$ cat config.mk
export PLATFORM = sky130hd
export DESIGN_NAME = alarm_clock_with_digit_edit_unit_flat
export DESIGN_NICKNAME = d
export VERILOG_FILES = /design/src/design/acde_pkg.sv /design/src/design/acde_if.sv /design/src/design/acde_step.sv /design/src/design/alarm_clock_with_digit_edit_unit.sv /design/src/flat_wrapper.sv
export SDC_FILE = /design/constraint.sdc
export NUM_CORES = 1
export LEC_CHECK = 0
export BUFFER_PORTS_ARGS = -buffer_cell sky130_fd_sc_hd__buf_4
export CAP_MARGIN = 10
export CELL_PAD_IN_SITES_DETAIL_PLACEMENT = 2
export CELL_PAD_IN_SITES_GLOBAL_PLACEMENT = 2
export CORE_ASPECT_RATIO = 0.75
export CORE_MARGIN = 2
export CORE_UTILIZATION = 38
export DETAILED_ROUTE_END_ITERATION = 10
export GPL_ROUTABILITY_DRIVEN = 0
export GPL_TIMING_DRIVEN = 0
export PLACE_DENSITY_LB_ADDON = 0.1
export SLEW_MARGIN = 25
export SYNTH_ARGS = -nofsm -noshare
export SYNTH_HDL_FRONTEND = slang
export SYNTH_HIERARCHICAL = 1
export SYNTH_SLANG_ARGS = --single-unit
export TNS_END_PERCENT = 50
$ cat constraint.sdc
create_clock -name clk -period 6.9 [get_ports clk]
set_clock_uncertainty 0.1 [all_clocks]
set_input_delay 0.69 -clock clk [delete_from_list [all_inputs] [get_ports clk]]
set_output_delay 0.69 -clock clk [all_outputs]
set_load 0.02 [all_outputs]
$ cat src/design/acde_pkg.sv
// Package for the alarm clock with digit edit: item codes, state and display
// structs, reset values and the seven-segment encoder.
// No dependencies.
package acde_pkg;

  localparam logic [1:0] CMD_TICK   = 2'd0;
  localparam logic [1:0] CMD_BUTTON = 2'd1;
  localparam logic [1:0] CMD_SWITCH = 2'd2;

  localparam logic [3:0] BTN_ADD  = 4'd11;
  localparam logic [3:0] BTN_SUB  = 4'd7;
  localparam logic [3:0] BTN_NEXT = 4'd13;
  localparam logic [3:0] BTN_OFF  = 4'd14;

  localparam int SW_EDIT_TIME  = 0;
  localparam int SW_EDIT_ALARM = 1;
  localparam int SW_ARM_ON     = 2;

  localparam logic [6:0] SEG_BLANK = 7'd127;

  localparam logic [1:0] LAMP_PH0  = 2'd1;
  localparam logic [1:0] LAMP_PH1  = 2'd2;
  localparam logic [1:0] LAMP_IDLE = 2'd3;

  localparam logic [5:0] MIN_WRAP  = 6'd60;
  localparam logic [4:0] HOUR_WRAP = 5'd24;
  localparam logic [5:0] RING_SEC  = 6'd3;

  localparam logic [6:0] SEG_TABLE [10] = '{
    7'd64, 7'd121, 7'd36, 7'd48, 7'd25, 7'd18, 7'd2, 7'd120, 7'd0, 7'd16
  };

  typedef struct packed {
    logic [5:0] sec;
    logic [5:0] min;
    logic [4:0] hour;
    logic [5:0] alarm_min;
    logic [4:0] alarm_hour;
    logic [1:0] digit_sel;
    logic       edit_time;
    logic       edit_alarm;
    logic       arm_on;
    logic       ringing;
    logic [1:0] lamp;
    logic       blink;
  } clk_state_t;

  typedef struct packed {
    logic [6:0] min_ones_seg;
    logic [6:0] min_tens_seg;
    logic [6:0] hour_ones_seg;
    logic [6:0] hour_tens_seg;
    logic       ring_blink;
    logic       alarm_armed;
    logic [1:0] alarm_lamp;
  } disp_t;

  localparam clk_state_t ST_RESET = '{
    sec:        6'd55,
    min:        6'd59,
    hour:       5'd23,
    alarm_min:  6'd0,
    alarm_hour: 5'd17,
    digit_sel:  2'd0,
    edit_time:  1'b0,
    edit_alarm: 1'b0,
    arm_on:     1'b0,
    ringing:    1'b0,
    lamp:       LAMP_IDLE,
    blink:      1'b1
  };

  function automatic logic [6:0] seg_of(input logic [3:0] d);
    logic [6:0] s;
    if (d < 4'd10) begin
      s = SEG_TABLE[d];
    end else begin
      s = SEG_BLANK;
    end
    return s;
  endfunction

  function automatic logic [2:0] tens_of(input logic [5:0] v);
    logic [2:0] t;
    if (v >= 6'd60) begin
      t = 3'd6;
    end else if (v >= 6'd50) begin
      t = 3'd5;
    end else if (v >= 6'd40) begin
      t = 3'd4;
    end else if (v >= 6'd30) begin
      t = 3'd3;
    end else if (v >= 6'd20) begin
      t = 3'd2;
    end else if (v >= 6'd10) begin
      t = 3'd1;
    end else begin
      t = 3'd0;
    end
    return t;
  endfunction

  function automatic logic [3:0] ones_of(input logic [5:0] v);
    logic [5:0] r;
    r = v - 6'(tens_of(v)) * 6'd10;
    return r[3:0];
  endfunction

endpackage

$ cat src/design/acde_if.sv
// Channel interfaces of the alarm clock: command beats in, display beats out.
// No dependencies.
interface acde_in_if;
  logic       valid;
  logic       ready;
  logic [1:0] cmd;
  logic [3:0] button_code;
  logic [2:0] switch_bits;

  modport source (output valid, cmd, button_code, switch_bits, input ready);
  modport sink   (input valid, cmd, button_code, switch_bits, output ready);
endinterface

interface acde_out_if;
  logic       valid;
  logic       ready;
  logic [6:0] min_ones_seg;
  logic [6:0] min_tens_seg;
  logic [6:0] hour_ones_seg;
  logic [6:0] hour_tens_seg;
  logic       ring_blink;
  logic       alarm_armed;
  logic [1:0] alarm_lamp;

  modport source (output valid, min_ones_seg, min_tens_seg, hour_ones_seg, hour_tens_seg,
                  ring_blink, alarm_armed, alarm_lamp, input ready);
  modport sink   (input valid, min_ones_seg, min_tens_seg, hour_ones_seg, hour_tens_seg,
                  ring_blink, alarm_armed, alarm_lamp, output ready);
endinterface

$ cat src/design/acde_step.sv
// Next-state and display logic for one command beat of the alarm clock.
// Purely combinational. Depends on acde_pkg.
module acde_step (
  input  acde_pkg::clk_state_t st,
  input  logic [1:0]           cmd,
  input  logic [3:0]           button_code,
  input  logic [2:0]           switch_bits,
  output acde_pkg::clk_state_t st_nxt,
  output acde_pkg::disp_t      disp,
  output logic                 emit
);
  import acde_pkg::*;

  function automatic logic [5:0] min_add(input logic [5:0] m, input logic [5:0] s);
    logic [6:0] v;
    v = {1'b0, m} + {1'b0, s};
    if (v >= {1'b0, MIN_WRAP}) begin
      v = v - {1'b0, MIN_WRAP};
    end
    return v[5:0];
  endfunction

  function automatic logic [5:0] min_sub(input logic [5:0] m, input logic [5:0] s);
    logic [5:0] v;
    if (m >= s) begin
      v = m - s;
    end else begin
      v = m + MIN_WRAP - s;
    end
    return v;
  endfunction

  function automatic logic [4:0] hour_add(input logic [4:0] h, input logic [5:0] s);
    logic [5:0] sum;
    logic [2:0] t;
    logic [3:0] o;
    logic [5:0] v;
    sum = {1'b0, h} + s;
    t   = tens_of(sum);
    o   = ones_of(sum);
    if (t == 3'd3) begin
      t = 3'd0;
    end
    v = 6'(t) * 6'd10 + {2'b00, o};
    if (v >= {1'b0, HOUR_WRAP}) begin
      v = v - {1'b0, HOUR_WRAP};
    end
    return v[4:0];
  endfunction

  logic [5:0] step;
  logic       on_min;
  logic [5:0] h6;
  logic [3:0] h_ones;
  logic [5:0] show_m;
  logic [4:0] show_h;
  logic       blank;
  logic       editing;
  logic [5:0] sec1;
  logic [5:0] min1;
  logic [4:0] hour1;
  logic       ring1;

  assign step    = st.digit_sel[0] ? 6'd10 : 6'd1;
  assign on_min  = !st.digit_sel[1];
  assign h6      = {1'b0, st.hour};
  assign h_ones  = ones_of(h6);
  assign editing = st.edit_time || st.edit_alarm;
  assign blank   = editing && !st.blink;
  assign show_m  = (!st.edit_time && st.edit_alarm) ? st.alarm_min  : st.min;
  assign show_h  = (!st.edit_time && st.edit_alarm) ? st.alarm_hour : st.hour;

  always_comb begin
    if (blank) begin
      disp.min_ones_seg  = SEG_BLANK;
      disp.min_tens_seg  = SEG_BLANK;
      disp.hour_ones_seg = SEG_BLANK;
      disp.hour_tens_seg = SEG_BLANK;
    end else begin
      disp.min_ones_seg  = seg_of(ones_of(show_m));
      disp.min_tens_seg  = seg_of({1'b0, tens_of(show_m)});
      disp.hour_ones_seg = seg_of(ones_of({1'b0, show_h}));
      disp.hour_tens_seg = seg_of({1'b0, tens_of({1'b0, show_h})});
    end
    disp.ring_blink  = st.blink && st.ringing;
    disp.alarm_armed = st.arm_on;
    disp.alarm_lamp  = st.lamp;
  end

  // clock advance by one second
  always_comb begin
    sec1  = st.sec + 6'd1;
    min1  = st.min;
    hour1 = st.hour;
    if (sec1 >= MIN_WRAP) begin
      sec1 = 6'd0;
      min1 = st.min + 6'd1;
    end
    if (min1 == MIN_WRAP) begin
      min1  = 6'd0;
      hour1 = st.hour + 5'd1;
    end
    if (hour1 >= HOUR_WRAP) begin
      hour1 = hour1 - HOUR_WRAP;
    end
    ring1 = st.ringing || (sec1 == RING_SEC && min1 == st.alarm_min &&
                           hour1 == st.alarm_hour && st.arm_on);
  end

  always_comb begin
    st_nxt = st;
    emit   = 1'b0;
    case (cmd)
      CMD_TICK: begin
        emit = 1'b1;
        if (!editing) begin
          st_nxt.sec     = sec1;
          st_nxt.min     = min1;
          st_nxt.hour    = hour1;
          st_nxt.ringing = ring1;
          if (ring1) begin
            st_nxt.lamp  = st.blink ? LAMP_PH1 : LAMP_PH0;
            st_nxt.blink = !st.blink;
          end
        end else begin
          st_nxt.blink = !st.blink;
        end
      end
      CMD_BUTTON: begin
        case (button_code)
          BTN_ADD: begin
            if (st.edit_time) begin
              if (on_min) begin
                st_nxt.min = min_add(st.min, step);
              end else if (h6 + step >= {1'b0, HOUR_WRAP} && st.digit_sel == 2'd3) begin
                st_nxt.hour = {1'b0, h_ones};
              end else begin
                st_nxt.hour = hour_add(st.hour, step);
              end
            end else begin
              if (on_min) begin
                st_nxt.alarm_min = min_add(st.alarm_min, step);
              end else begin
                st_nxt.alarm_hour = hour_add(st.alarm_hour, step);
              end
            end
          end
          BTN_SUB: begin
            if (st.edit_time) begin
              if (on_min) begin
                st_nxt.min = min_sub(st.min, step);
              end else if (h6 < step) begin
                if (st.digit_sel == 2'd3) begin
                  st_nxt.hour = (h_ones <= 4'd3) ? 5'd20 + {1'b0, h_ones}
                                                 : 5'd10 + {1'b0, h_ones};
                end else begin
                  st_nxt.hour = HOUR_WRAP - 5'd1;
                end
              end else begin
                st_nxt.hour = 5'(h6 - step);
              end
            end else begin
              if (on_min) begin
                st_nxt.alarm_min = min_sub(st.alarm_min, step);
              end else if ({1'b0, st.alarm_hour} >= step) begin
                st_nxt.alarm_hour = 5'({1'b0, st.alarm_hour} - step);
              end else begin
                st_nxt.alarm_hour = 5'({1'b0, st.alarm_hour} + {1'b0, HOUR_WRAP} - step);
              end
            end
          end
          BTN_NEXT: begin
            st_nxt.digit_sel = st.digit_sel + 2'd1;
          end
          BTN_OFF: begin
            st_nxt.ringing = 1'b0;
            st_nxt.lamp    = LAMP_IDLE;
          end
          default: begin
          end
        endcase
      end
      CMD_SWITCH: begin
        st_nxt.digit_sel  = 2'd0;
        st_nxt.edit_time  = switch_bits[SW_EDIT_TIME];
        st_nxt.edit_alarm = switch_bits[SW_EDIT_ALARM];
        st_nxt.arm_on     = switch_bits[SW_ARM_ON];
      end
      default: begin
      end
    endcase
  end

endmodule

$ cat src/design/alarm_clock_with_digit_edit_unit.sv
// Top level of the alarm clock with digit edit: input register, state and
// display register around acde_step. Depends on acde_pkg, acde_if, acde_step.
//
//   channel  dir  fields                                          beat
//   in_bus   in   cmd, button_code, switch_bits                   one command
//   out_bus  out  four segment codes, ring_blink, armed, lamp     one tick display
//
// One beat a cycle while out_bus is not stalled; the path from input to display is
// the input register, then the state update and display register in one pass.
// Button and switch beats update state and give no display beat.
// rst_n is synchronous: state returns to 23:59:55, alarm 17:00, no mode.
// A stalled out_bus holds the display; in_bus stalls once both registers are full.
module alarm_clock_with_digit_edit_unit (
  input logic        clk,
  input logic        rst_n,
  acde_in_if.sink    in_bus,
  acde_out_if.source out_bus
);
  import acde_pkg::*;

  clk_state_t st_r;
  clk_state_t st_nxt;
  disp_t      disp;
  disp_t      disp_r;
  logic       emit;
  logic       in_v_r;
  logic       out_v_r;
  logic [1:0] cmd_r;
  logic [3:0] code_r;
  logic [2:0] sw_r;
  logic       adv;

  assign adv          = in_v_r && (!out_v_r || out_bus.ready);
  assign in_bus.ready = !in_v_r || adv;

  acde_step u_step (
    .st          (st_r),
    .cmd         (cmd_r),
    .button_code (code_r),
    .switch_bits (sw_r),
    .st_nxt      (st_nxt),
    .disp        (disp),
    .emit        (emit)
  );

  always_ff @(posedge clk) begin
    if (!rst_n) begin
      in_v_r  <= 1'b0;
      out_v_r <= 1'b0;
      st_r    <= ST_RESET;
    end else begin
      if (in_bus.ready) begin
        in_v_r <= in_bus.valid;
      end
      if (adv) begin
        st_r    <= st_nxt;
        out_v_r <= emit;
      end else if (out_bus.ready) begin
        out_v_r <= 1'b0;
      end
    end
  end

  always_ff @(posedge clk) begin
    if (in_bus.valid && in_bus.ready) begin
      cmd_r  <= in_bus.cmd;
      code_r <= in_bus.button_code;
      sw_r   <= in_bus.switch_bits;
    end
    if (adv && emit) begin
      disp_r <= disp;
    end
  end

  assign out_bus.valid         = out_v_r;
  assign out_bus.min_ones_seg  = disp_r.min_ones_seg;
  assign out_bus.min_tens_seg  = disp_r.min_tens_seg;
  assign out_bus.hour_ones_seg = disp_r.hour_ones_seg;
  assign out_bus.hour_tens_seg = disp_r.hour_tens_seg;
  assign out_bus.ring_blink    = disp_r.ring_blink;
  assign out_bus.alarm_armed   = disp_r.alarm_armed;
  assign out_bus.alarm_lamp    = disp_r.alarm_lamp;

  a_tick_shows: assert property (@(posedge clk) disable iff (!rst_n)
    (adv && cmd_r == CMD_TICK) |=> out_v_r)
    else $error("tick beat gave no display beat");

  a_quiet_beat: assert property (@(posedge clk) disable iff (!rst_n)
    (adv && cmd_r != CMD_TICK) |=> !out_v_r)
    else $error("button or switch beat gave a display beat");

  a_in_range: assert property (@(posedge clk) disable iff (!rst_n)
    (st_r.sec < MIN_WRAP && st_r.min < MIN_WRAP && st_r.hour < HOUR_WRAP &&
     st_r.alarm_min < MIN_WRAP && st_r.alarm_hour < HOUR_WRAP))
    else $error("time or alarm out of range");

  a_alarm_off: assert property (@(posedge clk) disable iff (!rst_n)
    (adv && cmd_r == CMD_BUTTON && code_r == BTN_OFF) |=>
      (!st_r.ringing && st_r.lamp == LAMP_IDLE))
    else $error("alarm off did not silence");

endmodule
$ cat src/flat_wrapper.sv
// flat-port wrapper written by rule: the top's interface ports become plain ports
module alarm_clock_with_digit_edit_unit_flat import acde_pkg::*;
  (clk, rst_n, in_bus_valid, in_bus_cmd, in_bus_button_code, in_bus_switch_bits, in_bus_ready, out_bus_valid, out_bus_min_ones_seg, out_bus_min_tens_seg, out_bus_hour_ones_seg, out_bus_hour_tens_seg, out_bus_ring_blink, out_bus_alarm_armed, out_bus_alarm_lamp, out_bus_ready);
  acde_in_if in_bus_i ();
  acde_out_if out_bus_i ();
  input logic clk;
  input logic rst_n;
  input wire logic [$bits(in_bus_i.valid)-1:0] in_bus_valid;
  input wire logic [$bits(in_bus_i.cmd)-1:0] in_bus_cmd;
  input wire logic [$bits(in_bus_i.button_code)-1:0] in_bus_button_code;
  input wire logic [$bits(in_bus_i.switch_bits)-1:0] in_bus_switch_bits;
  output wire logic [$bits(in_bus_i.ready)-1:0] in_bus_ready;
  output wire logic [$bits(out_bus_i.valid)-1:0] out_bus_valid;
  output wire logic [$bits(out_bus_i.min_ones_seg)-1:0] out_bus_min_ones_seg;
  output wire logic [$bits(out_bus_i.min_tens_seg)-1:0] out_bus_min_tens_seg;
  output wire logic [$bits(out_bus_i.hour_ones_seg)-1:0] out_bus_hour_ones_seg;
  output wire logic [$bits(out_bus_i.hour_tens_seg)-1:0] out_bus_hour_tens_seg;
  output wire logic [$bits(out_bus_i.ring_blink)-1:0] out_bus_ring_blink;
  output wire logic [$bits(out_bus_i.alarm_armed)-1:0] out_bus_alarm_armed;
  output wire logic [$bits(out_bus_i.alarm_lamp)-1:0] out_bus_alarm_lamp;
  input wire logic [$bits(out_bus_i.ready)-1:0] out_bus_ready;
  assign in_bus_i.valid = in_bus_valid;
  assign in_bus_i.cmd = in_bus_cmd;
  assign in_bus_i.button_code = in_bus_button_code;
  assign in_bus_i.switch_bits = in_bus_switch_bits;
  assign in_bus_ready = in_bus_i.ready;
  assign out_bus_valid = out_bus_i.valid;
  assign out_bus_min_ones_seg = out_bus_i.min_ones_seg;
  assign out_bus_min_tens_seg = out_bus_i.min_tens_seg;
  assign out_bus_hour_ones_seg = out_bus_i.hour_ones_seg;
  assign out_bus_hour_tens_seg = out_bus_i.hour_tens_seg;
  assign out_bus_ring_blink = out_bus_i.ring_blink;
  assign out_bus_alarm_armed = out_bus_i.alarm_armed;
  assign out_bus_alarm_lamp = out_bus_i.alarm_lamp;
  assign out_bus_i.ready = out_bus_ready;
  alarm_clock_with_digit_edit_unit u_core (.clk(clk), .rst_n(rst_n), .in_bus(in_bus_i), .out_bus(out_bus_i));
endmodule
Word-level counts from Yosys, hierarchy flattened
Memory sizes are Yosys's and may differ from the RTL's. A register that Yosys moved wholly into a read port is not among the register bits.
Index checks and enable logic that the tools add are counted.
{"block": "totals", "reg_bits": 52, "mem_bits_ro": 448, "in_bits": 13, "mem_count": 4}
{"block": "classes", "add_sub_neg": 32, "mul": 7, "order_cmp": 46, "eq_ne": 30, "mux": 97, "bitwise": 9, "reduce_logical": 38}
{"memory": "(name not given)", "depth": 16, "width": 7, "rd": 1, "rd_ports_with_merged_regs": 1, "write_ports": 0, "line_no": "acde_pkg.sv:76", "text": "s = SEG_TABLE[d];"}
{"memory": "(name not given)", "depth": 16, "width": 7, "rd": 1, "rd_ports_with_merged_regs": 1, "write_ports": 0, "line_no": "acde_pkg.sv:76"}
{"memory": "(name not given)", "depth": 16, "width": 7, "rd": 1, "rd_ports_with_merged_regs": 1, "write_ports": 0, "line_no": "acde_pkg.sv:76"}
{"memory": "(name not given)", "depth": 16, "width": 7, "rd": 1, "rd_ports_with_merged_regs": 1, "write_ports": 0, "line_no": "acde_pkg.sv:76"}
{"cell": "3-bit 2-to-1 mux", "count": 44}
{"cell": "6-bit 2-to-1 mux", "count": 12}
{"cell": "5-bit 2-to-1 mux", "count": 14}
{"cell": "6-bit greater-or-equal comparator, second input constant", "count": 10}
{"cell": "11-bit 2-to-1 mux", "count": 5}
{"cell": "6-bit by 5-bit greater-or-equal comparator with 1-bit output, second input constant", "count": 9}
{"cell": "22-bit one-hot mux with 2 select lines", "count": 1}
{"cell": "5-bit by 6-bit greater-or-equal comparator with 1-bit output, second input constant", "count": 6}
{"cell": "5-bit greater-or-equal comparator, second input constant", "count": 5}
{"cell": "6-bit subtractor", "count": 4}
{"cell": "11-bit one-hot mux with 2 select lines", "count": 1}
{"cell": "4-bit subtractor", "count": 5}
{"cell": "6-bit by 4-bit greater-or-equal comparator with 1-bit output, second input constant", "count": 3}
{"cell": "2-bit 2-to-1 mux", "count": 8}
{"cell": "8-bit AND reduction", "count": 2}
{"cell": "3-bit by 3-bit multiplier with 3-bit output, second input constant", "count": 5}
{"cell": "5-bit subtractor, second input constant", "count": 3}
{"cell": "6-bit by 4-bit adder with 7-bit output", "count": 2}
{"cell": "7-bit by 6-bit greater-or-equal comparator with 1-bit output, second input constant", "count": 2}
{"cell": "7-bit AND reduction", "count": 2}
{"cell": "5-bit by 4-bit adder with 6-bit output", "count": 2}
{"cell": "6-bit by 1-bit adder with 6-bit output, second input constant", "count": 2}
{"cell": "6-bit by 4-bit adder with 6-bit output", "count": 2}
{"cell": "6-bit adder, second input constant", "count": 2}
{"cell": "other kinds (47)", "count": 108}

Depth between registers and ports, before layout
Gate-level depths: netlist (run 1).
{"block": "logic_depth", "word_depth": 30, "mapped_depth": 27, "ltp_nobuf": 26}

Hierarchy
The synthesis (run 1) kept the hierarchy.
{"module": "acde_step", "instances": 1, "cells_per_inst": 890, "area_per_inst_um2": 6055.8, "seq_area_each_um2": 0.0}
{"module": "alarm_clock_with_digit_edit_unit", "instances": 1, "cells_per_inst": 218, "area_per_inst_um2": 2820.2, "seq_area_each_um2": 2011.9}

Worst setup path before layout (run 1)
No wires, ideal clock.
{"block": "synth_timing", "kind": "reg-to-reg", "startpoint": "register u_core/st_r[7] (netlist bit)", "endpoint": "register u_core/st_r[13] (netlist bit)", "arrival_time_ps": 6112, "required_ps": 6694, "slack_ps": 582, "stages_incl_launch_ff": 28, "synth_period_minus_slack_ps": 6318, "path_cell_list": "dfxtp_1 -> inv_1 -> ha_1 -> clkbuf_1 -> inv_1 -> ha_1 -> a21oi_1 -> xnor2_1 -> a21oi_1 -> o21ai_0 -> nand3_1 -> a21o_1 -> ha_1 -> fa_1 -> xnor2_1 -> xnor2_1 -> ha_1 -> a21oi_1 -> xnor2_1 -> ha_1 -> nor4bb_1 -> a21oi_1 -> nand2_1 -> mux2i_1 -> a21oi_1 -> a2bb2oi_1 -> inv_1 -> o311ai_0"}
{"block": "synth_between", "elab_chain_len": 26, "elab_cells_between_ends": 40, "classes_between": "add/sub: 6; mul: 2; order compare: 8; eq/ne: 1; mux: 23"}
{"element": "from (decl)", "line_no": "alarm_clock_with_digit_edit_unit.sv:21", "text": "clk_state_t st_r;"}
{"element": "from (signal assigned)", "line_no": "alarm_clock_with_digit_edit_unit.sv:56", "text": "st_r <= st_nxt;"}
{"element": "4-bit 2-to-1 mux *", "line_no": "acde_step.sv:64", "text": "assign step = st.digit_sel[0] ? 6'd10 : 6'd1;"}
{"element": "5-bit by 4-bit adder with 6-bit output", "line_no": "acde_step.sv:38", "text": "sum = {1'b0, h} + s;"}
{"element": "6-bit by 4-bit greater-or-equal comparator with 1-bit output", "line_no": "acde_pkg.sv:95", "text": "end else if (v >= 6'd10) begin"}
{"element": "1-bit 2-to-1 mux", "line_no": "acde_pkg.sv:95"}
{"element": "3-bit 2-to-1 mux", "line_no": "acde_pkg.sv:93", "text": "end else if (v >= 6'd20) begin"}
{"element": "3-bit 2-to-1 mux", "line_no": "acde_pkg.sv:91", "text": "end else if (v >= 6'd30) begin"}
{"element": "3-bit 2-to-1 mux", "line_no": "acde_pkg.sv:89", "text": "end else if (v >= 6'd40) begin"}
{"element": "3-bit 2-to-1 mux", "line_no": "acde_pkg.sv:87", "text": "end else if (v >= 6'd50) begin"}
{"element": "[... 10 more ...]"}
{"element": "3-bit 2-to-1 mux", "line_no": "acde_step.sv:113", "text": "case (cmd)"}
{"element": "3-bit by 3-bit multiplier with 5-bit output", "line_no": "acde_step.sv:44", "text": "v = 6'(t) * 6'd10 + {2'b00, o};"}
{"element": "6-bit by 4-bit adder with 6-bit output", "line_no": "acde_step.sv:44"}
{"element": "5-bit subtractor / 6-bit by 5-bit greater-or-equal comparator with 1-bit output (equally long branches)", "line_no": "acde_step.sv:46, acde_step.sv:45"}
{"element": "5-bit 2-to-1 mux", "line_no": "acde_step.sv:45", "text": "if (v >= {1'b0, HOUR_WRAP}) begin"}
{"element": "5-bit 2-to-1 mux", "line_no": "acde_step.sv:141", "text": "if (on_min) begin"}
{"element": "11-bit 2-to-1 mux", "line_no": "acde_step.sv:132", "text": "if (st.edit_time) begin"}
{"element": "22-bit one-hot mux with 2 select lines *", "line_no": "acde_step.sv:130", "text": "case (button_code)"}
Mark *: on every way between the ends. The rest lies on a longest branch, timed or not. The select of a mux whose other input is x is not followed.
A chain may end at the register's enable or synchronous reset.

Worst setup path after layout (run 1)
Same ends and word-level chain as after synthesis.

==> flow_summary.yaml, run 1 <==
run_status:
  result_of_the_run: "completed"
floorplan:
  floorplan.rows: 48
  die-area_um2: 24600
  die_h_um: 136
  core-area_um2: 22900
  start_util: 0.387
  ioPinCount: 47
  dieWidth_um: 180
place:
  pre_cts_setup_slack_ns: -0.245
  placement.io_buffers: 45
  dpl.hpwl_mm: 25.9
cells_and_area:
  area_used_by_multi_input_combinational_logic_um2: 6260
  final_nets: 1284
  fillerInstances: 2627
  area_delta_synth_final_pct: 12.2
  layout_cell_share_with_drive_strength_beyond_1: 0.0991
  sequential_cell_area_um2: 2020
  n_antenna_cell: 0
synthesis:
  synth_edf_count: 41
  ys.warnings.count: 6
  post-synth-top-area-cell: "sky130_fd_sc_hd__edfxtp_1"
  synthesis.area_um2: 8880
  synth.lib_cells_used.distinct: 82
  sequential_cell_area_fraction_in_the_yosys_report: 0.227
  ys_async_sr_fraction: 0
  synthesis.nets: 1226
  syn-mean-instance-area_um2: 8.01
  synthFlopType: "sky130_fd_sc_hd__edfxtp_1"
  synth_seq_cells: 80
  ys_top_cells_by_area: "sky130_fd_sc_hd__edfxtp_1 14%, sky130_fd_sc_hd__ha_1 12%, sky130_fd_sc_hd__dfxtp_1 8.8%"
  post-synth-top-area-fraction: 0.139
  postSynthCellCount: 1108
sta:
  grt_setup_unrepaired: "no"
  final.setup.worst_slack_ns: 0.606
  final_max_slew_viol_count: 0
  finalCritPeriodShare: 0.912
  setup_viol: 0
  slew_headroom: 0.336
  fmax_ghz: 0.159
  timing.final.crit_period_ns: 6.29
  hold-worst-slack_ns: 0.364
  worst_slew_pin_slew_ns: 0.990
  hold_viol_final: 0
cts:
  clock_network_latency_to_the_later_pin_of_the_worst_skew_pair_ns: 0.36
  cts_buffer_depth: 2
  worst_setup_hold_path_clk_slew_ns: 0.07
  clock_tree_from_tritoncts: "done"
  h-tree-depth: 3
  cts-hold-fix-buffers: 0
  cts_root_buffer: "sky130_fd_sc_hd__clkbuf_16"
  clock_sinks: 80
  post-cts-setup-buffer-count: 0
  numCtsBuffers: 9
pwr:
  clock_power_share: 0.292
  power-per-cell-area_nw_per_um2: 179
  share_of_total_power_in_sequential_cells: 0.308
  p_total_mw: 1.79
  share_comb_of_total_power: 0.400
  ir_worst_vdd_mv: 0.110
  cellInternalPower_mw: 1.09
  p_switching_mw: 0.698
  swShare: 0.390
  power.static_leakage_nw: 4.13
grt:
  grt_pass1_vias: 9095
  initial_antenna_violation_count: 0
  grt_pass1_wl_mm: 52.5
  globalRoute.totalOverflow: 0
  pin_count_of_the_biggest_net_entering_global_routing: 23
  globalRouteTotalUtil: 0.272
drt:
  wire_length_per_cell_after_detailed_routing_um: 22.7
  total_number_of_vias: 8713
  drt_first_pass_iters: 5
  antenna_left: 0
  drt_drc_violations_left: 0
  routed_wl_mm: 33.4
  drt-vias-per-instance: 5.92
  detail_route.iter0.violations: 503
job:
  drv.max_cap_violation_count: 0
worst_setup_path:
  critPathMaxFanout: 22
  end_kind: "flop"
  reg2reg_from: "u_core/st_r[7]"
  arrival_time_reported_for_the_critical_path_endpoint_ns: 6.44
  reg2reg_slack_ns: 0.61
  crit_path_launch_type: "flop"
  required_ns: 7.05
  crit_start: "u_core/st_r[7]"
  worstSetupPathType: "flop to flop"
min_path:
  hp-start: "u_core/st_r[34]"
  worstHoldPathType: "flop to flop"
## critical path, stage by stage, from the launching register on
cell and delay, ns:
sky130_fd_sc_hd__dfxtp_4 0.58, sky130_fd_sc_hd__inv_4 0.24, sky130_fd_sc_hd__ha_2 0.51, sky130_fd_sc_hd__inv_1 0.11, sky130_fd_sc_hd__ha_1 0.24, sky130_fd_sc_hd__a21oi_2 0.28, sky130_fd_sc_hd__xnor2_1 0.25, sky130_fd_sc_hd__a21oi_1 0.11
sky130_fd_sc_hd__o21ai_0 0.29, sky130_fd_sc_hd__nand3_1 0.12, sky130_fd_sc_hd__a21o_1 0.19, sky130_fd_sc_hd__ha_1 0.19, sky130_fd_sc_hd__fa_1 0.38, sky130_fd_sc_hd__xnor2_1 0.15, sky130_fd_sc_hd__xnor2_1 0.15, sky130_fd_sc_hd__ha_1 0.35
sky130_fd_sc_hd__a21oi_1 0.20, sky130_fd_sc_hd__xnor2_1 0.21, sky130_fd_sc_hd__ha_1 0.19, sky130_fd_sc_hd__nor4bb_1 0.26, sky130_fd_sc_hd__a21oi_1 0.07, sky130_fd_sc_hd__nand2_1 0.13, sky130_fd_sc_hd__mux2i_1 0.11, sky130_fd_sc_hd__a21oi_1 0.17
sky130_fd_sc_hd__a2bb2oi_1 0.17, sky130_fd_sc_hd__inv_1 0.09, sky130_fd_sc_hd__o311ai_0 0.31
## placed cells by master (no fill, tap or decap), types with 10 or more instances in the layout
master / Yosys / final
sky130_fd_sc_hd__a211oi_1: 12 / 12
sky130_fd_sc_hd__a21o_1: 11 / 11
sky130_fd_sc_hd__a21oi_1: 79 / 78
sky130_fd_sc_hd__a31oi_1: 10 / 10
sky130_fd_sc_hd__buf_4: 8 / 55
sky130_fd_sc_hd__clkbuf_1: 40 / 39
sky130_fd_sc_hd__dfxtp_1: 39 / 38
sky130_fd_sc_hd__edfxtp_1: 41 / 41
sky130_fd_sc_hd__fa_1: 19 / 19
sky130_fd_sc_hd__ha_1: 86 / 85
sky130_fd_sc_hd__inv_1: 88 / 87
sky130_fd_sc_hd__mux2i_1: 38 / 38
sky130_fd_sc_hd__nand2_1: 132 / 132
sky130_fd_sc_hd__nand2b_1: 14 / 14
sky130_fd_sc_hd__nand3_1: 26 / 26
sky130_fd_sc_hd__nor2_1: 75 / 74
sky130_fd_sc_hd__nor2b_1: 20 / 20
sky130_fd_sc_hd__nor3_1: 15 / 15
sky130_fd_sc_hd__o211ai_1: 10 / 10
sky130_fd_sc_hd__o21ai_0: 89 / 89
sky130_fd_sc_hd__o311ai_1: 11 / 11
sky130_fd_sc_hd__o31ai_1: 12 / 12
sky130_fd_sc_hd__xnor2_1: 47 / 47
sky130_fd_sc_hd__xor2_1: 19 / 19
## routing by layer
| layer | global-route usage | vias up | routed length (µm) |
|---|---|---|---|
| met5 | 0 | - | 0 |
| met4 | 0.0488 | 0 | 385 |
| met3 | 0.0254 | 27 | 1100 |
| met2 | 0.464 | 150 | 15700 |
| met1 | 0.378 | 4457 | 16200 |
| li1 | - | 4079 | - |
## per-stage QoR
stage | utilization | setup TNS [ns] | cell area, µm² | instances
floorplan | - | 0 | 8880 | 1108
global placement | 0.418 | -2.69 | 9590 | 1453
detailed placement | 0.421 | -0.245 | 9650 | 1456
CTS | 0.434 | 0 | 9960 | 1472
global route | 0.434 | 0 | 9960 | 1471
finish | 0.434 | 0 | 9960 | 1471
## final cells by class
cell class,instances,area share
Multi-Input combinational cell,876,0.628
Inverter,90,0.0342
Clock buffer,9,0.0226
Buffer,61,0.0291
Timing Repair Buffer,48,0.0382
Sequential cell,80,0.202
Tap cell,300,0.0377
Clock inverter,7,0.00804
## synthesized netlist by cell type, types with 7 or more instances
master / count
sky130_fd_sc_hd__a211o_1: 7
sky130_fd_sc_hd__a211oi_1: 12
sky130_fd_sc_hd__a21o_1: 11
sky130_fd_sc_hd__a21oi_1: 79
sky130_fd_sc_hd__a22oi_1: 9
sky130_fd_sc_hd__a311oi_1: 7
sky130_fd_sc_hd__a31oi_1: 10
sky130_fd_sc_hd__and2_1: 9
sky130_fd_sc_hd__buf_4: 8
sky130_fd_sc_hd__clkbuf_1: 40
sky130_fd_sc_hd__dfxtp_1: 39
sky130_fd_sc_hd__edfxtp_1: 41
sky130_fd_sc_hd__fa_1: 19
sky130_fd_sc_hd__ha_1: 86
sky130_fd_sc_hd__inv_1: 88
sky130_fd_sc_hd__mux2_2: 8
sky130_fd_sc_hd__mux2i_1: 38
sky130_fd_sc_hd__nand2_1: 132
sky130_fd_sc_hd__nand2b_1: 14
sky130_fd_sc_hd__nand3_1: 26
sky130_fd_sc_hd__nor2_1: 75
sky130_fd_sc_hd__nor2b_1: 20
sky130_fd_sc_hd__nor3_1: 15
sky130_fd_sc_hd__o211ai_1: 10
sky130_fd_sc_hd__o21ai_0: 89
sky130_fd_sc_hd__o22ai_1: 9
sky130_fd_sc_hd__o311ai_0: 9
sky130_fd_sc_hd__o311ai_1: 11
sky130_fd_sc_hd__o31ai_1: 12
sky130_fd_sc_hd__xnor2_1: 47
sky130_fd_sc_hd__xor2_1: 19
## final timing paths
path                                         to  cells after the start
worst min register to register  u_core/st_r[34]                      2
worst max-delay path            u_core/st_r[13]                     26
worst min-delay path            u_core/st_r[34]                      2
worst max register to register  u_core/st_r[13]                     26
## flip-flops by register name, indices dropped and copies added, names as in the netlist, 2 cells and up
signal / flops
u_core/st_r: 37
u_core/out_bus.alarm_lamp: 2
u_core/out_bus.hour_ones_seg: 7
u_core/out_bus.hour_tens_seg: 7
u_core/code_r: 4
u_core/out_bus.min_tens_seg: 7
u_core/sw_r: 3
u_core/out_bus.min_ones_seg: 7
u_core/cmd_r: 2
## cells by family (layout without fill, tap and decap cells)
logic type      after synthesis  after routing  synth area share
simple gates                333            333             0.178
compound gates              325            325             0.241
buf+inv                     152            215            0.0712
fa+ha+maj                   106            106             0.165
flops                        80             80             0.227
xor+xnor                     66             66            0.0651
mux                          46             46            0.0530
## power groups by stage
stage	Combinational [mW]	Clock [mW]	Sequential (mW)
final	0.715	0.522	0.550
after global routing	0.797	0.549	0.552
after CTS	0.719	0.529	0.550
after detailed placement	0.711	0	0.560
after global placement	0.669	0	0.559
after floorplan	0.496	0	0.560
## timing repair
action                                  4_1_cts  5_1_grt
endpoints found under the setup margin        2        2
resized for setup                             2        2
hold endpoints to repair                      0        0
(Power assumes the default switching activity.)
==> run 2, diff against run 1 <==
--- a/config.mk
+++ b/config.mk
@@ -5,14 +5,14 @@
 export SDC_FILE = /design/constraint.sdc
 export NUM_CORES = 1
 export LEC_CHECK = 0
-export BUFFER_PORTS_ARGS = -buffer_cell sky130_fd_sc_hd__buf_4
 export CAP_MARGIN = 10
 export CELL_PAD_IN_SITES_DETAIL_PLACEMENT = 2
 export CELL_PAD_IN_SITES_GLOBAL_PLACEMENT = 2
 export CORE_ASPECT_RATIO = 0.75
 export CORE_MARGIN = 2
-export CORE_UTILIZATION = 38
+export CORE_UTILIZATION = 40
 export DETAILED_ROUTE_END_ITERATION = 10
+export DONT_BUFFER_PORTS = 1
 export GPL_ROUTABILITY_DRIVEN = 0
 export GPL_TIMING_DRIVEN = 0
 export PLACE_DENSITY_LB_ADDON = 0.1
==> flow_summary.yaml, run 2 (synthesis gave the netlist of run 1 again) <==
drt:
  drt_first_pass_iters: 6
  routed_wl_mm: 34.8
  drt_drc_violations_left: 0
  antenna_left: 0
  total_number_of_vias: 8622
  detail_route.iter0.violations: 621
  drt-vias-per-instance: 6.06
  wire_length_per_cell_after_detailed_routing_um: 24.4
worst_setup_path:
  worstSetupPathType: "flop to flop"
  r2r_end: "u_core/st_r[13]"
  endpoint_of_the_worst_setup_timing_path: "u_core/st_r[13]"
  required_ns: 7.03
  reg2reg_slack_ns: 0.58
  crit_start: "u_core/st_r[12]"
  end_kind: "flop"
  arrival_time_reported_for_the_critical_path_endpoint_ns: 6.44
  reg2reg_from: "u_core/st_r[12]"
  crit_path_launch_type: "flop"
  ff2ff_path_depth: 25
  critPathMaxFanout: 11
grt:
  initial_antenna_violation_count: 0
  global_route.usage.met3: 0.0336
  pin_count_of_the_biggest_net_entering_global_routing: 23
  globalRoute.totalOverflow: 0
  globalRouteTotalUtil: 0.301
  grt_pass1_vias: 9266
  grt.met2_usage: 0.495
  grt.met1_usage: 0.427
  grt.busiest_layer: "met2"
  grt_pass1_wl_mm: 54.5
floorplan:
  die-area_um2: 23400
  dieWidth_um: 176
  floorplan.rows: 47
  core-area_um2: 21900
  start_util: 0.405
  die_h_um: 133
  ioPinCount: 47
sta:
  final_max_slew_viol_count: 0
  grt_setup_unrepaired: "no"
  slew_headroom: 0.388
  fmax_ghz: 0.158
  worst_slew_pin_slew_ns: 0.917
  timing.final.crit_period_ns: 6.32
  setup-tns-final_ns: 0
  hold-worst-slack_ns: 0.323
  hold_viol_final: 0
  finalCritPeriodShare: 0.915
  setup_viol: 0
cells_and_area:
  final_common_cell: "sky130_fd_sc_hd__nand2_1"
  layout_cell_share_with_drive_strength_beyond_1: 0.0647
  highest_count_cells_in_the_layout_ignoring_fill_and_taps: "132 x sky130_fd_sc_hd__nand2_1, 88 x sky130_fd_sc_hd__o21ai_0, 87 x sky130_fd_sc_hd__inv_1, 85 x sky130_fd_sc_hd__ha_1, 78 x sky130_fd_sc_hd__a21oi_1"
  final_nets: 1242
  max_flop_register: "u_core/st_r"
  n_antenna_cell: 0
  fillerInstances: 2534
  instances_no_fill: 1423
  largest_register_ffs: 37
  area_delta_synth_final_pct: 8.46
  finalCoreUtilization: 0.439
cts:
  clock_network_latency_to_the_later_pin_of_the_worst_skew_pair_ns: 0.36
  worst_setup_hold_path_clk_slew_ns: 0.07
  cts_root_buffer: "sky130_fd_sc_hd__clkbuf_16"
  clock_tree_from_tritoncts: "done"
  numCtsBuffers: 9
  h-tree-depth: 3
  cts-hold-fix-buffers: 0
  clock_sinks: 80
  cts_buffer_depth: 2
place:
  dpl.hpwl_mm: 27.1
  placement.io_buffers: 0
  count_of_placed_standard_cells_including_taps: 1405
min_path:
  worstHoldPathType: "primary input to flop"
pwr:
  power.static_leakage_nw: 3.91
  power-per-cell-area_nw_per_um2: 180
  ir_worst_vdd_mv: 0.0932
run_status:
  result_of_the_run: "completed"
job:
  drv.max_cap_violation_count: 0
## run 2: changes by cell type in the layout (fill, tap and decap cells not counted), sizes merged
cell,delta
clkbuf,+3
buf,-42
clkinvlp,+1
inv,-2
bufinv,-1
clkinv,-1
## run 2: metal layers
metal / routed length, µm / up-vias
met5: 0 / -
met4: 569 / 0
met3: 1240 / 40
met2: 16000 / 193
met1: 17000 / 4414
li1: - / 3975
## run 2: worst min path at each step
stage                               start               to  slack [ns]  depth (start not counted)
floorplan                 u_core/st_r[34]  u_core/st_r[34]        0.34                          2
global placement          u_core/st_r[34]  u_core/st_r[34]        0.35                          2
detailed placement        u_core/st_r[34]  u_core/st_r[34]        0.36                          2
CTS                 in_bus_switch_bits[1]   u_core/sw_r[1]        0.31                          0
global route        in_bus_switch_bits[1]   u_core/sw_r[1]        0.31                          0
finish              in_bus_switch_bits[1]   u_core/sw_r[1]        0.32                          0
## run 2: cell type report
cell class	count	area [µm²]	area share
Clock buffer	12	258	0.0268
Tap cell	294	368	0.0382
Clock inverter	4	28.8	0.00299
Multi-Input combinational cell	876	6260	0.650
Buffer	61	290	0.0302
Timing Repair Buffer	6	65.1	0.00676
Inverter	90	340	0.0354
Sequential cell	80	2020	0.209
## run 2: power breakdown
group | switching (mW) | internal (mW)
clock | 0.213 | 0.266
sequential | 0.0288 | 0.530
combinational | 0.431 | 0.264
total | 0.674 | 1.06
## run 2: critical path, cell delays in order, from the launching register on
cell	delay (ns)
sky130_fd_sc_hd__dfxtp_1	0.76
sky130_fd_sc_hd__ha_2	0.50
sky130_fd_sc_hd__inv_1	0.11
sky130_fd_sc_hd__ha_1	0.23
sky130_fd_sc_hd__a21oi_2	0.13
sky130_fd_sc_hd__xnor2_1	0.32
sky130_fd_sc_hd__a21oi_1	0.14
sky130_fd_sc_hd__o21ai_1	0.23
sky130_fd_sc_hd__nand3_1	0.11
sky130_fd_sc_hd__a21o_1	0.19
sky130_fd_sc_hd__ha_1	0.20
sky130_fd_sc_hd__fa_1	0.38
sky130_fd_sc_hd__xnor2_1	0.21
sky130_fd_sc_hd__xnor2_1	0.17
sky130_fd_sc_hd__ha_1	0.29
sky130_fd_sc_hd__a21oi_1	0.20
sky130_fd_sc_hd__xnor2_1	0.21
sky130_fd_sc_hd__ha_1	0.20
sky130_fd_sc_hd__nor4bb_1	0.29
sky130_fd_sc_hd__a21oi_1	0.07
sky130_fd_sc_hd__nand2_1	0.13
sky130_fd_sc_hd__mux2i_1	0.09
sky130_fd_sc_hd__a21oi_1	0.20
sky130_fd_sc_hd__a2bb2oi_1	0.17
sky130_fd_sc_hd__inv_1	0.14
sky130_fd_sc_hd__o311ai_0	0.41
## run 2: what timing repair did
item | in CTS | in global routing
cloned | 0 | 0
resized for setup | 3 | 2
endpoints found under the hold margin | 0 | 0
buffers inserted | 0 | 3
setup endpoints to repair | 2 | 2
## run 2: per-stage QoR
| step | setup WS [ns] | cell area, µm² | total power [mW] |
|---|---|---|---|
| after floorplan | 0.582 | 8880 | 1.06 |
| after global placement | -1.10 | 9240 | 1.21 |
| after detailed placement | -0.439 | 9310 | 1.26 |
| after CTS | 0.0466 | 9600 | 1.75 |
| after global routing | 0.0463 | 9630 | 1.85 |
| final | 0.584 | 9630 | 1.73 |
==> run 3, diff against run 2 <==
--- a/config.mk
+++ b/config.mk
@@ -15,6 +15,7 @@
 export DONT_BUFFER_PORTS = 1
 export GPL_ROUTABILITY_DRIVEN = 0
 export GPL_TIMING_DRIVEN = 0
+export MAX_ROUTING_LAYER = met4
 export PLACE_DENSITY_LB_ADDON = 0.1
 export SLEW_MARGIN = 25
 export SYNTH_ARGS = -nofsm -noshare
==> flow_summary.yaml, run 3 (synthesis gave the netlist of run 1 again) <==
drt:
  antenna_left: 0
  drt_first_pass_iters: 5
  wire_length_per_cell_after_detailed_routing_um: 24.5
  routed_wl_mm: 34.9
  drt-vias-per-instance: 6.12
  drt_drc_violations_left: 0
  total_number_of_vias: 8712
  detail_route.iter0.violations: 600
place:
  dpl.hpwl_mm: 27.1
  pre_cts_setup_slack_ns: -0.439
  placement.io_buffers: 0
  detailed_place.area_um2: 9310
worst_setup_path:
  arrival_time_reported_for_the_critical_path_endpoint_ns: 6.44
  critPathMaxFanout: 11
  cpMaxStageDelayCell: "sky130_fd_sc_hd__dfxtp_1"
  r2r_end: "u_core/st_r[13]"
  reg2reg_slack_ns: 0.59
  endpoint_of_the_worst_setup_timing_path: "u_core/st_r[13]"
  reg2reg_from: "u_core/st_r[12]"
  ff2ff_path_depth: 25
  crit_path_launch_type: "flop"
  end_kind: "flop"
  worstSetupPathType: "flop to flop"
  required_ns: 7.03
  critical-path-max-stage-delay_ns: 0.76
  crit_start: "u_core/st_r[12]"
sta:
  grt_setup_unrepaired: "no"
  slew_headroom: 0.353
  hold-worst-slack_ns: 0.323
  final_max_slew_viol_count: 0
  final.setup.worst_slack_ns: 0.592
  fmax_ghz: 0.159
  timing.final.crit_period_ns: 6.31
  worst_slew_pin_slew_ns: 0.970
  setup_viol: 0
  finalCritPeriodShare: 0.914
  hold_viol_final: 0
cts:
  clock_sinks: 80
  worst_setup_hold_path_clk_slew_ns: 0.07
  numCtsBuffers: 9
  cts_root_buffer: "sky130_fd_sc_hd__clkbuf_16"
  cts_buffer_depth: 2
  cts-hold-fix-buffers: 0
  clock_network_latency_to_the_later_pin_of_the_worst_skew_pair_ns: 0.36
  clock_tree_from_tritoncts: "done"
  h-tree-depth: 3
grt:
  initial_antenna_violation_count: 0
  grt_pass1_vias: 9272
  pin_count_of_the_biggest_net_entering_global_routing: 23
  grt_pass1_wl_mm: 54.5
  globalRoute.totalOverflow: 0
  globalRouteTotalUtil: 0.310
cells_and_area:
  highest_count_cells_in_the_layout_ignoring_fill_and_taps: "132 x sky130_fd_sc_hd__nand2_1, 88 x sky130_fd_sc_hd__o21ai_0, 87 x sky130_fd_sc_hd__inv_1, 85 x sky130_fd_sc_hd__ha_1, 78 x sky130_fd_sc_hd__a21oi_1"
  max_flop_register: "u_core/st_r"
  area_delta_synth_final_pct: 8.46
  final_common_cell: "sky130_fd_sc_hd__nand2_1"
  postLayoutCellArea_um2: 9630
  layout_cell_share_with_drive_strength_beyond_1: 0.0647
  final_nets: 1242
  n_antenna_cell: 0
  largest_register_ffs: 37
pwr:
  p_total_mw: 1.73
  power-per-cell-area_nw_per_um2: 180
  power.static_leakage_nw: 3.91
  ir_worst_vdd_mv: 0.0930
min_path:
  worstHoldPathType: "primary input to flop"
floorplan:
  dieWidth_um: 176
  die-area_um2: 23400
  ioPinCount: 47
  floorplan.rows: 47
  start_util: 0.405
  core-area_um2: 21900
  die_h_um: 133
run_status:
  result_of_the_run: "completed"
job:
  drv.max_cap_violation_count: 0
-- run 3: repair_timing --
item | CTS | global route
setup buffers | 0 | 3
setup endpoints to repair | 2 | 2
gates resized for setup | 3 | 2
-- run 3: final cells by class --
| class | instances | area (µm²) |
|---|---|---|
| plain buffers | 61 | 290 |
| clock buffers | 12 | 258 |
| clock inverters | 4 | 28.8 |
| fillers | 2534 | 12300 |
| inverters | 90 | 340 |
| multi-input cells | 876 | 6260 |
| flip-flops and latches | 80 | 2020 |
| well taps | 294 | 368 |
| repair buffers | 6 | 65.1 |
-- run 3: metal layers --
layer  global-route usage  part of all wire
met1                0.425              0.48
met2                0.496              0.46
met3               0.0336             0.041
met4               0.0629             0.018
met5                    -                 0
-- run 3: how the worst min path moves through the flow --
| stage | depth (start not counted) | start | endpoint | slack, ns |
|---|---|---|---|---|
| floorplan | 2 | u_core/st_r[34] | u_core/st_r[34] | 0.34 |
| global placement | 2 | u_core/st_r[34] | u_core/st_r[34] | 0.35 |
| detailed placement | 2 | u_core/st_r[34] | u_core/st_r[34] | 0.36 |
| CTS | 0 | in_bus_switch_bits[1] | u_core/sw_r[1] | 0.31 |
| global route | 0 | in_bus_switch_bits[1] | u_core/sw_r[1] | 0.31 |
| finish | 0 | in_bus_switch_bits[1] | u_core/sw_r[1] | 0.32 |
-- run 3: power by group --
group          switching (mW)  internal, mW  total [mW]
logic                   0.432         0.264       0.695
registers              0.0288         0.530       0.559
clock network           0.213         0.266       0.480
total                   0.674          1.06        1.73
-- run 3: worst max-delay path: cells and delay by family (launching register included) --
kind	cells	cell delay, ns
adder cells (fa/ha/maj)	6	1.81
multiplexers	1	0.09
AO/OA/AOI/OAI	9	1.73
buffers and inverters	2	0.25
AND/OR/NAND/NOR	3	0.53
XOR/XNOR	4	0.91
flip-flops	1	0.76
-- run 3: through the flow --
stage               TNS (ns)   util  instances
floorplan                  0      -       1108
global placement       -2.81  0.421       1402
detailed placement    -0.592  0.424       1405
CTS                        0  0.438       1421
global route               0  0.439       1423
finish                     0  0.439       1423
